--- config.mk ---
export PLATFORM = sky130hd
export DESIGN_NAME = nonpreemptive_job_scheduler_core
export DESIGN_NICKNAME = d
export VERILOG_FILES = /design/src/rtl/njs_pkg.sv /design/src/rtl/njs_ctrl.sv /design/src/rtl/njs_datapath.sv /design/src/rtl/nonpreemptive_job_scheduler_core.sv
export SDC_FILE = /design/constraint.sdc
export NUM_CORES = 2
export LEC_CHECK = 0
export BUFFER_PORTS_ARGS = -buffer_cell sky130_fd_sc_hd__buf_2
export CORE_MARGIN = 2
export CORE_UTILIZATION = 30
export DETAILED_ROUTE_END_ITERATION = 6
export GPL_TIMING_DRIVEN = 1
export PLACE_DENSITY_LB_ADDON = 0.12
export SYNTH_ARGS = -nofsm -noshare
export SYNTH_HDL_FRONTEND = slang
export SYNTH_SLANG_ARGS = --single-unit
--- constraint.sdc ---
create_clock -name clk -period 11.62 [get_ports clk]
set_input_delay 2.324 -clock clk [delete_from_list [all_inputs] [get_ports clk]]
set_output_delay 2.324 -clock clk [all_outputs]
set_load 0.05 [all_outputs]
--- src/rtl/njs_pkg.sv ---
`timescale 1ns / 1ps
`default_nettype none
// ----------------------------------------------------------------------------
// njs_pkg - shared types and constants of the job scheduler
// Field widths, policy and request codes, and the command and status bundles
// that join the controller to the datapath.
// ----------------------------------------------------------------------------
package njs_pkg;

  localparam int SLOTS     = 8;
  localparam int TIME_BITS = 16;
  localparam int SLOT_W    = $clog2(SLOTS);
  localparam int ID_W      = 8;
  localparam int NEED_W    = 12;
  localparam int OUT_W     = 16;
  localparam int ORDER_W   = 16;
  localparam int POL_W     = 2;
  localparam int PROD_W    = TIME_BITS + NEED_W;
  localparam int CFG_AW    = 3;
  localparam int CFG_DW    = 32;
  localparam int REG_W     = CFG_AW - 2;

  localparam logic [POL_W-1:0] POL_FCFS = 2'd0;
  localparam logic [POL_W-1:0] POL_SJF  = 2'd1;
  localparam logic [POL_W-1:0] POL_HRRN = 2'd2;

  localparam logic REQ_ARRIVAL = 1'b0;
  localparam logic REQ_TICK    = 1'b1;

  localparam logic STAT_DONE   = 1'b0;
  localparam logic STAT_REJECT = 1'b1;

  localparam logic [REG_W-1:0] REG_POLICY = 1'b0;

  typedef struct packed {
    logic              req_type;
    logic [ID_W-1:0]   job_id;
    logic [NEED_W-1:0] need_time;
  } in_item_t;

  typedef struct packed {
    logic             status;
    logic [ID_W-1:0]  done_id;
    logic [OUT_W-1:0] end_time;
    logic [OUT_W-1:0] turnaround;
    logic [OUT_W-1:0] wait_time;
  } out_item_t;

  typedef struct packed {
    logic capture;
    logic write_slot;
    logic emit_reject;
    logic emit_done;
    logic advance_run;
    logic scan_clear;
    logic scan_mul;
    logic scan_cmp;
    logic pick;
  } njs_cmd_t;

  typedef struct packed {
    logic              need_zero;
    logic              table_full;
    logic              run_valid;
    logic              run_done;
    logic              out_busy;
    logic              scan_last;
    logic [NEED_W-1:0] run_used;
    logic [NEED_W-1:0] run_need;
  } njs_status_t;

endpackage
`default_nettype wire

--- src/rtl/njs_ctrl.sv ---
`timescale 1ns / 1ps
`default_nettype none
// ----------------------------------------------------------------------------
// njs_ctrl - scheduler sequencer
// Takes one request at a time, decodes arrival or tick, and steps the
// datapath through completion, the slot scan and the pick.
// ----------------------------------------------------------------------------
module njs_ctrl (
  input  wire                  clk,
  input  wire                  rst_n,
  input  wire                  in_valid,
  input  wire                  in_req_type,
  output logic                 in_ready,
  input  njs_pkg::njs_status_t st,
  output njs_pkg::njs_cmd_t    cmd
);
  import njs_pkg::*;

  localparam logic [2:0] S_IDLE = 3'd0;
  localparam logic [2:0] S_ARR  = 3'd1;
  localparam logic [2:0] S_CHK  = 3'd2;
  localparam logic [2:0] S_MUL  = 3'd3;
  localparam logic [2:0] S_CMP  = 3'd4;
  localparam logic [2:0] S_PICK = 3'd5;

  logic [2:0] state_r, state_nxt;

  always_comb begin
    state_nxt = state_r;
    cmd       = '0;
    in_ready  = 1'b0;
    case (state_r)
      S_IDLE: begin
        in_ready = 1'b1;
        if (in_valid) begin
          cmd.capture = 1'b1;
          state_nxt   = (in_req_type == REQ_TICK) ? S_CHK : S_ARR;
        end
      end
      S_ARR: begin
        if (st.need_zero) begin
          state_nxt = S_IDLE;
        end else if (!st.table_full) begin
          cmd.write_slot = 1'b1;
          state_nxt      = S_IDLE;
        end else if (!st.out_busy) begin
          cmd.emit_reject = 1'b1;
          state_nxt       = S_IDLE;
        end
      end
      S_CHK: begin
        if (st.run_done) begin
          // hold until the result register frees up
          if (!st.out_busy) begin
            cmd.emit_done  = 1'b1;
            cmd.scan_clear = 1'b1;
            state_nxt      = S_MUL;
          end
        end else if (st.run_valid) begin
          cmd.advance_run = 1'b1;
          state_nxt       = S_IDLE;
        end else begin
          cmd.scan_clear = 1'b1;
          state_nxt      = S_MUL;
        end
      end
      S_MUL: begin
        cmd.scan_mul = 1'b1;
        state_nxt    = S_CMP;
      end
      S_CMP: begin
        cmd.scan_cmp = 1'b1;
        state_nxt    = st.scan_last ? S_PICK : S_MUL;
      end
      S_PICK: begin
        cmd.pick  = 1'b1;
        state_nxt = S_IDLE;
      end
      default: begin
        state_nxt = S_IDLE;
      end
    endcase
  end

  always_ff @(posedge clk) begin
    if (!rst_n) begin
      state_r <= S_IDLE;
    end else begin
      state_r <= state_nxt;
    end
  end

endmodule
`default_nettype wire

--- src/rtl/njs_datapath.sv ---
`timescale 1ns / 1ps
`default_nettype none
// ----------------------------------------------------------------------------
// njs_datapath - ready table, running job, selection unit and result register
// The slot scan visits the slots one at a time: cross-products are
// registered first, then compared against the best candidate so far.
// ----------------------------------------------------------------------------
module njs_datapath (
  input  wire                        clk,
  input  wire                        rst_n,
  input  njs_pkg::in_item_t          in_data,
  input  wire [njs_pkg::POL_W-1:0]   policy,
  input  njs_pkg::njs_cmd_t          cmd,
  output njs_pkg::njs_status_t       st,
  output logic                       out_valid,
  input  wire                        out_ready,
  output njs_pkg::out_item_t         out_data
);
  import njs_pkg::*;

  // captured request
  in_item_t item_r;

  // ready table
  logic [SLOTS-1:0]     slot_valid_r;
  logic [ID_W-1:0]      slot_id_r      [SLOTS];
  logic [TIME_BITS-1:0] slot_arrival_r [SLOTS];
  logic [NEED_W-1:0]    slot_need_r    [SLOTS];
  logic [ORDER_W-1:0]   slot_order_r   [SLOTS];
  logic [ORDER_W-1:0]   order_cnt_r;
  logic [TIME_BITS-1:0] now_r;

  // running job
  logic                 run_valid_r;
  logic [ID_W-1:0]      run_id_r;
  logic [TIME_BITS-1:0] run_arrival_r;
  logic [NEED_W-1:0]    run_need_r;
  logic [NEED_W-1:0]    run_used_r;

  // selection unit
  logic [SLOT_W-1:0]    scan_idx_r;
  logic                 have_best_r;
  logic [SLOT_W-1:0]    best_idx_r;
  logic [ID_W-1:0]      best_id_r;
  logic [TIME_BITS-1:0] best_arrival_r;
  logic [NEED_W-1:0]    best_need_r;
  logic [ORDER_W-1:0]   best_age_r;
  logic [PROD_W-1:0]    lhs_r, rhs_r;

  // result register
  logic      out_valid_r;
  out_item_t out_data_r;

  logic [SLOT_W-1:0]    free_idx;
  logic                 free_found;
  logic [TIME_BITS-1:0] cand_wait, best_wait, turn, wait_t;
  logic [ORDER_W-1:0]   cand_age;
  logic [NEED_W-1:0]    cand_need;
  logic                 better;

  always_comb begin
    free_idx   = '0;
    free_found = 1'b0;
    for (int s = 0; s < SLOTS; s++) begin
      if (!slot_valid_r[s] && !free_found) begin
        free_idx   = SLOT_W'(s);
        free_found = 1'b1;
      end
    end
  end

  assign cand_need = slot_need_r[scan_idx_r];
  assign cand_wait = now_r - slot_arrival_r[scan_idx_r];
  assign best_wait = now_r - best_arrival_r;
  assign cand_age  = order_cnt_r - slot_order_r[scan_idx_r];
  assign turn      = now_r - run_arrival_r;
  assign wait_t    = turn - TIME_BITS'(run_need_r);

  // ties go to the older entry
  always_comb begin
    case (policy)
      POL_SJF: begin
        better = (cand_need == best_need_r) ? (cand_age > best_age_r)
                                            : (cand_need < best_need_r);
      end
      POL_HRRN: begin
        better = (lhs_r == rhs_r) ? (cand_age > best_age_r) : (lhs_r > rhs_r);
      end
      default: begin
        better = cand_age > best_age_r;
      end
    endcase
  end

  always_ff @(posedge clk) begin
    if (cmd.capture) begin
      item_r <= in_data;
    end
    if (cmd.write_slot) begin
      slot_id_r[free_idx]      <= item_r.job_id;
      slot_arrival_r[free_idx] <= now_r;
      slot_need_r[free_idx]    <= item_r.need_time;
      slot_order_r[free_idx]   <= order_cnt_r;
    end
    if (cmd.scan_mul) begin
      lhs_r <= PROD_W'(cand_wait) * PROD_W'(best_need_r);
      rhs_r <= PROD_W'(best_wait) * PROD_W'(cand_need);
    end
    if (cmd.scan_cmp && slot_valid_r[scan_idx_r] && (!have_best_r || better)) begin
      best_idx_r     <= scan_idx_r;
      best_id_r      <= slot_id_r[scan_idx_r];
      best_arrival_r <= slot_arrival_r[scan_idx_r];
      best_need_r    <= cand_need;
      best_age_r     <= cand_age;
    end
    if (cmd.pick && have_best_r) begin
      run_id_r      <= best_id_r;
      run_arrival_r <= best_arrival_r;
      run_need_r    <= best_need_r;
    end
    if (cmd.emit_reject) begin
      out_data_r <= '{status: STAT_REJECT, done_id: item_r.job_id,
                      end_time: '0, turnaround: '0, wait_time: '0};
    end else if (cmd.emit_done) begin
      out_data_r <= '{status: STAT_DONE, done_id: run_id_r,
                      end_time: OUT_W'(now_r), turnaround: OUT_W'(turn),
                      wait_time: OUT_W'(wait_t)};
    end
  end

  always_ff @(posedge clk) begin
    if (!rst_n) begin
      slot_valid_r <= '0;
      order_cnt_r  <= '0;
      now_r        <= '0;
      run_valid_r  <= 1'b0;
      run_used_r   <= '0;
      scan_idx_r   <= '0;
      have_best_r  <= 1'b0;
      out_valid_r  <= 1'b0;
    end else begin
      if (cmd.write_slot) begin
        slot_valid_r[free_idx] <= 1'b1;
        order_cnt_r            <= order_cnt_r + 1'b1;
      end
      if (cmd.emit_done) begin
        run_valid_r <= 1'b0;
      end
      if (cmd.advance_run) begin
        now_r      <= now_r + 1'b1;
        run_used_r <= run_used_r + 1'b1;
      end
      if (cmd.scan_clear) begin
        scan_idx_r  <= '0;
        have_best_r <= 1'b0;
      end
      if (cmd.scan_cmp) begin
        scan_idx_r <= scan_idx_r + 1'b1;
        if (slot_valid_r[scan_idx_r]) begin
          have_best_r <= 1'b1;
        end
      end
      if (cmd.pick) begin
        now_r <= now_r + 1'b1;
        if (have_best_r) begin
          slot_valid_r[best_idx_r] <= 1'b0;
          run_valid_r              <= 1'b1;
          run_used_r               <= NEED_W'(1);
        end
      end
      if (cmd.emit_reject || cmd.emit_done) begin
        out_valid_r <= 1'b1;
      end else if (out_ready) begin
        out_valid_r <= 1'b0;
      end
    end
  end

  assign st.need_zero  = (item_r.need_time == '0);
  assign st.table_full = !free_found;
  assign st.run_valid  = run_valid_r;
  assign st.run_done   = run_valid_r && (run_used_r == run_need_r);
  assign st.out_busy   = out_valid_r && !out_ready;
  assign st.scan_last  = (scan_idx_r == SLOT_W'(SLOTS - 1));
  assign st.run_used   = run_used_r;
  assign st.run_need   = run_need_r;

  assign out_valid = out_valid_r;
  assign out_data  = out_data_r;

endmodule
`default_nettype wire

--- src/rtl/nonpreemptive_job_scheduler_core.sv ---
`timescale 1ns / 1ps
`default_nettype none
// ----------------------------------------------------------------------------
// nonpreemptive_job_scheduler_core - single-server FCFS / SJF / HRRN scheduler
// Arrival requests fill an eight-slot ready table; tick requests run one time
// step, report a finished job and pick the next one by the policy register.
// Usage: in_valid/in_ready carry one request (arrival or tick) per transfer;
//   out_valid/out_ready carry a completion or a rejected arrival. The APB port
//   holds the policy register at address 0 (0 FCFS, 1 shortest need, 2 highest
//   response ratio); pready is always high.
// Timing: an arrival, or a tick while a job is still running, goes through
//   its decode step and back to idle before the next request. A tick that
//   finds the server idle or completes the running job also runs the
//   selection unit, which shares one cross-multiply and compare over the
//   slots, one slot at a time, and then picks. With the receiver keeping up,
//   a result is registered into the output register by its decode step.
// Back-pressure: a request that must emit a result holds in its decode step
//   until the output register frees; other requests carry on.
// Reset: rst_n low clears the table, the time, the running job and the policy.
// ----------------------------------------------------------------------------
module nonpreemptive_job_scheduler_core (
  input  wire                          clk,
  input  wire                          rst_n,
  input  wire                          in_valid,
  output logic                         in_ready,
  input  njs_pkg::in_item_t            in_data,
  output logic                         out_valid,
  input  wire                          out_ready,
  output njs_pkg::out_item_t           out_data,
  input  wire                          psel,
  input  wire                          penable,
  input  wire                          pwrite,
  input  wire  [njs_pkg::CFG_AW-1:0]   paddr,
  input  wire  [njs_pkg::CFG_DW-1:0]   pwdata,
  output logic [njs_pkg::CFG_DW-1:0]   prdata,
  output logic                         pready
);
  import njs_pkg::*;

  logic [POL_W-1:0] policy_r;
  njs_cmd_t         cmd;
  njs_status_t      st;
  logic [REG_W-1:0] reg_idx;

  assign pready  = 1'b1;
  assign reg_idx = paddr[CFG_AW-1:2];

  always_ff @(posedge clk) begin
    if (!rst_n) begin
      policy_r <= POL_FCFS;
    end else if (psel && penable && pwrite && pready && (reg_idx == REG_POLICY)) begin
      policy_r <= pwdata[POL_W-1:0];
    end
  end

  always_comb begin
    prdata = '0;
    if (reg_idx == REG_POLICY) begin
      prdata = CFG_DW'(policy_r);
    end
  end

  njs_ctrl u_ctrl (
    .clk         (clk),
    .rst_n       (rst_n),
    .in_valid    (in_valid),
    .in_req_type (in_data.req_type),
    .in_ready    (in_ready),
    .st          (st),
    .cmd         (cmd)
  );

  njs_datapath u_datapath (
    .clk       (clk),
    .rst_n     (rst_n),
    .in_data   (in_data),
    .policy    (policy_r),
    .cmd       (cmd),
    .st        (st),
    .out_valid (out_valid),
    .out_ready (out_ready),
    .out_data  (out_data)
  );

`ifndef NO_ASSERTIONS
  // a running job never has more service than it needs
  a_used_bound: assert property (@(posedge clk) disable iff (!rst_n)
    st.run_valid |-> (st.run_used <= st.run_need))
    else $error("running job over-served");

  // a freshly picked job has had exactly one unit
  a_pick_first_unit: assert property (@(posedge clk) disable iff (!rst_n)
    $rose(st.run_valid) |-> (st.run_used == 1))
    else $error("picked job did not start with one unit");

  // no result can be produced in the cycle straight after a request transfer
  a_no_early_result: assert property (@(posedge clk) disable iff (!rst_n)
    (in_valid && in_ready) |=> !$rose(out_valid))
    else $error("result appeared too early");
`endif

endmodule
`default_nettype wire
After elaboration in Yosys (flattened, before gate mapping)
Memory sizes are Yosys's and may differ from the RTL's. A register that Yosys moved wholly into a read port is not among the register bits.
Cells that the tools add are included.
- multiply operators: 2
- reductions and logical operators: 41
- bitwise logic cells: 4
- equal/unequal tests: 14
- $add $sub $neg: 9
- muxes and demuxes: 81
- $lt $le $gt $ge: 8
- operators with widths (kind ; count):
    $mux W56 ; 2
    $sub A16 B16 Y16 ; 4
    $mux W3 ; 20
    $mul A16 B12 Y28 ; 2
    $mux W1 ; 38
    $mux W12 ; 3
    $add A16 B1 Y16 const B ; 2
    $mux W16 ; 2
    $mux W8 ; 4
    $eq A28 B28 Y1 ; 1
    $gt A28 B28 Y1 ; 1
    $eq A12 B12 Y1 ; 2
    $logic_and A1 B1 Y1 ; 17
    $gt A16 B16 Y1 ; 1
    $sub A16 B12 Y16 ; 1
    $logic_not A1 Y1 ; 15
    $pmux W3 S5 ; 1
    $mux W2 ; 7
    $add A12 B1 Y12 const B ; 1
    $logic_not A12 Y1 ; 1
    $lt A12 B12 Y1 ; 1
    $lt A3 B4 Y1 const B ; 3
    $eq A3 B3 Y1 const B ; 3
    $and A8 B8 Y8 ; 1
    19 further kinds ; 26
- output and inout port bits: 92
- input bits: 63
- bits in writable memories: 416
- register bits: 279
- memories: 4
- word-level logic and storage cells: 189
- memories (memory ; depth ; bits a word ; read ports ; clocked after Yosys merged registers in ; wr ports ; RTL line ; RTL):
    u_datapath.slot_arrival_r ; 8 ; 16 ; 1 ; 1 ; 1 ; njs_datapath.sv:27 ; logic [TIME_BITS-1:0] slot_arrival_r [SLOTS];
    u_datapath.slot_order_r ; 8 ; 16 ; 1 ; 1 ; 1 ; njs_datapath.sv:29 ; logic [ORDER_W-1:0] slot_order_r [SLOTS];
    u_datapath.slot_need_r ; 8 ; 12 ; 1 ; 1 ; 1 ; njs_datapath.sv:28 ; logic [NEED_W-1:0] slot_need_r [SLOTS];
    u_datapath.slot_id_r ; 8 ; 8 ; 1 ; 1 ; 1 ; njs_datapath.sv:26 ; logic [ID_W-1:0] slot_id_r [SLOTS];

Logic depth before layout (Yosys ltp)
- word-level depth: 31
- depth in mapped cells: 36
- gate-level depth less buffers: 32

Modules after synthesis
A second synthesis with hierarchy kept.
- cell total of the unflattened synthesis: 3494
- area, all modules: 43181.4 um^2
- modules (own cells, without submodules) (module ; times used ; sequential area each (um^2) ; area each (um^2) ; cells each):
    njs_datapath ; 1 ; 19949.1 ; 42503.3 ; 3408
    nonpreemptive_job_scheduler_core ; 1 ; 40.0 ; 346.6 ; 44
    njs_ctrl ; 1 ; 60.1 ; 331.6 ; 42

Worst setup path before layout
Ideal clock, no wire load.
- path kind: flip-flop to flip-flop
- start point: register with a tool-made name
- end point: register u_datapath.best_age_r[0] (enable)
- setup time: 0.552 ns
- period minus slack after synthesis: 9.729 ns
- data required time: 11.068 ns
- slack: 1.891 ns
- stages on the path, launching flop included: 24
- arrival time: 9.176 ns
- cells stage by stage: dfxtp_1 > buf_2 > buf_1 > buf_1 > mux4_2 > mux2i_1 > ha_1 > nor2b_1 > o21ai_1 > a21boi_1 > o21a_1 > a21bo_1 > a41o_1 > o41ai_1 > o21ai_1 > xnor2_1 > ha_1 > nand4_1 > nor2_1 > and3_1 > a221oi_1 > a22oi_1 > o22ai_1 > a21boi_0
- RTL lines (item ; RTL line ; RTL):
    end signal, assigned ; njs_datapath.sv:114 ; best_age_r <= cand_age;
    end, declared ; njs_datapath.sv:47 ; logic [ORDER_W-1:0] best_age_r;

==> results.yml <==
grt:
  grt_pass1_wl_mm: 176
  grt_usage: 0.161
  grt_max_degree: 64
  grt_overflow_total: 0
  grt_pass1_vias: 27300
  antenna_found_initial: 3
route:
  vias: 25900
  route.detailed.drc: 0
  wire_per_inst_microns: 20.7
  first_iter_violations: 1561
  ant_nets: 0
  wl_mm: 115
  vias_per_cell: 4.65
  first_pass_iters: 5
synth:
  synth_cell_type_count: 81
  synth_top_area_frac: 0.416
  avgSynthCellArea_sq_um: 12.3
  synth_top_area_cell: "edfxtp_1"
  ys_seq_area_frac: 0.470
  postSynthCellCount: 3479
  ys_warn_count: 0
  ys.flop_type: "edfxtp_1"
  synth_area_sq_mm: 0.0427
  synth_edf_count: 591
  synthArstFlopShare: 0
  ys_ff_latch: 706
  ys_top_cells_by_area: "edfxtp_1 42%, fa_1 13%, ha_1 7.9%"
final_layout:
  syn2layout_area_growth_pct: 13.0
  antenna_cells: 0
  drive_gt1_frac: 0.121
  final_nets: 4219
  fin_util: 0.341
power:
  p_leak_nw: 19.4
  combPwrFrac: 0.304
  power_density_mw_per_mm2: 163
  p_int_mw: 5.35
  switchingPower_mw: 2.51
  clockPowerShare: 0.324
  ir_worst_vdd_v: 0.000110
  p_seq_frac: 0.372
  p_sw_frac: 0.319
sta:
  max_freq_mhz: 111
  hold_viol_final: 0
  finalSetupTns_ns: 0
  tightest_slew_ns: 1.10
  timing.hold.ws_ns: 0.419
  final_max_slew_viol_count: 0
  fin_skew_ns: 0.0524
  period_share: 0.773
  slew_headroom: 0.264
  rsz0062_at_grt: "no"
  finalCriticalPeriod_ns: 8.98
  setup_viol_count_final: 0
critical_path:
  worstSetupPathType: "reg -> reg"
  crit_required_ns: 12.04
  crit_path_frequent_cell: "fa_1"
  end_kind: "flop"
  slowest_delay_ns: 0.80
  cp_max_fo: 33
  rr_worst_depth: 32
  critical_path.slowest_cell: "dfxtp_4"
  crit_arrival_ns: 9.40
  startpoint_type: "flop"
die:
  start_util: 0.302
  dieHeight_microns: 381
  die_area_sq_mm: 0.145
  num_rows: 138
  design.core.area_sq_mm: 0.141
  die_x_microns: 381
  io_pins: 155
outcome:
  status: "finished, final reports clean"
clock_network:
  clk_latency_ns: 0.69
  clockRootBuffer: "clkbuf_16"
  cts_sinks: 706
  cts_buffers: 83
  holdBufCountCts: 0
  htreeDepth: 3
  clockBufferDepth: 3
  cts_tree: "yes"
  cts_resized: 0
  cts_setup_buffers: 0
  path_clk_slew_ns: 0.06
placed_design:
  port_buffers: 91
  hpwl_mm: 80.9
  gp_congestion: 0.784
worst_hold_path:
  hold_depth: 0
  hold_class: "reg -> reg"
flow_run:
  maxCapViolations: 0
## sequential cells by signal (all words and copies together) (netlist names), 16 cells and up, named ones only
| name | count |
|---|---|
| u_datapath.out_data | 57 |
| u_datapath.slot_order_r | 128 |
| u_datapath.slot_arrival_r | 128 |
| u_datapath.slot_need_r | 96 |
| u_datapath.best_age_r | 16 |
| u_datapath.run_arrival_r | 16 |
| u_datapath.now_r | 16 |
| u_datapath.rhs_r | 28 |
| u_datapath.order_cnt_r | 16 |
| u_datapath.best_arrival_r | 16 |
| u_datapath.lhs_r | 28 |
| u_datapath.slot_id_r | 64 |
| u_datapath.item_r | 20 |
## routing by layer
metal  up-vias  GRT usage  share of wire
li1      12200          -              -
met1     13100      0.220           0.47
met2       446      0.263           0.47
met3       129     0.0253          0.042
met4         2     0.0462          0.024
met5         -          0        0.00011
## synth_stat cells, types with 9 or more instances
master	instances
edfxtp_1	591
inv_1	489
nand2_1	381
fa_1	285
ha_1	268
and2_1	130
nor2_1	127
dfxtp_1	115
mux4_2	106
xnor2_1	98
clkbuf_1	94
o21ai_0	92
a21oi_1	83
nand3_1	63
xor2_1	54
a21o_1	39
mux2i_1	38
nor2b_1	37
nand2b_1	35
buf_4	31
nand4_1	30
nor3_1	26
and3_1	20
mux2_2	19
o21a_1	18
nor4_1	17
or3_1	15
a211oi_1	13
o21ai_1	13
a31oi_1	11
o21bai_1	10
a21boi_0	9
o31a_1	9
## worst max-delay path, delay by kind of cell, from the launching register on
family                     cells  cell delay [ns]
muxes                          2             0.89
and+or+nand+nor                5             0.55
xor gates and xnor gates       2             0.34
buffers and inverters          4             0.39
AOI/OAI and AO/OA             11             2.18
adders and majority gates      8             3.52
DFF                            1             0.80
## cells in the final DEF, fill, tap and decap left out, types with 91 or more instances in the layout
master / n
inv_1: 488
o21ai_0: 92
ha_1: 268
nand2_1: 379
dfxtp_1: 112
nor2_1: 119
xnor2_1: 93
mux4_2: 106
buf_2: 91
edfxtp_1: 591
and2_1: 130
fa_1: 285
## worst paths after layout
check	from	endpoint	slack (ns)
worst min register to register	u_datapath.best_id_r[6]	u_datapath.run_id_r[6]	0.42
worst max-delay path	flop	u_datapath.lhs_r[26]	2.64
worst min-delay path	u_datapath.best_id_r[6]	u_datapath.run_id_r[6]	0.42
worst max register to register	flop	u_datapath.lhs_r[26]	2.64
## area by class of cell
type	count	area (sq um)
clock buffers	115	2230
fillers	14100	93200
flip-flops and latches	706	20100
inverters	489	1840
well taps	1890	2360
multi-input cells	2172	20400
clock inverters	40	433
repair buffers	151	918
## power by group through the flow
stage	clock, mW	sequential (mW)	combinational (mW)
after floorplan	0	2.96	1.83
after global placement	0	2.98	2.45
after detailed placement	0	2.98	2.43
after CTS	2.63	2.92	2.45
after global routing	2.73	2.93	2.77
final	2.55	2.92	2.39
## per-stage QoR
step / total power [mW] / setup slack, ns / std cells / cell area (sq um)
after floorplan: 4.80 / 1.89 / 3508 / 42800
after CTS: 8.00 / 2.50 / 5563 / 48200
after global routing: 8.43 / 1.86 / 5563 / 48200
after global placement: 5.43 / 2.49 / 5408 / 45600
final: 7.86 / 2.64 / 5563 / 48200
after detailed placement: 5.41 / 2.50 / 5408 / 45600
## cell families after synthesis
group / count (synthesis) / share of synthesized area
AO/OA/AOI/OAI: 368 / 0.0571
buffers and inverters: 630 / 0.0583
flip-flops: 706 / 0.470
multiplexers: 163 / 0.0698
XOR/XNOR: 153 / 0.0316
AND/OR/NAND/NOR: 904 / 0.101
adder cells (fa/ha/maj): 553 / 0.212
other: 2 / 0.000176
Note: power is estimated with default switching activity, not from simulation.
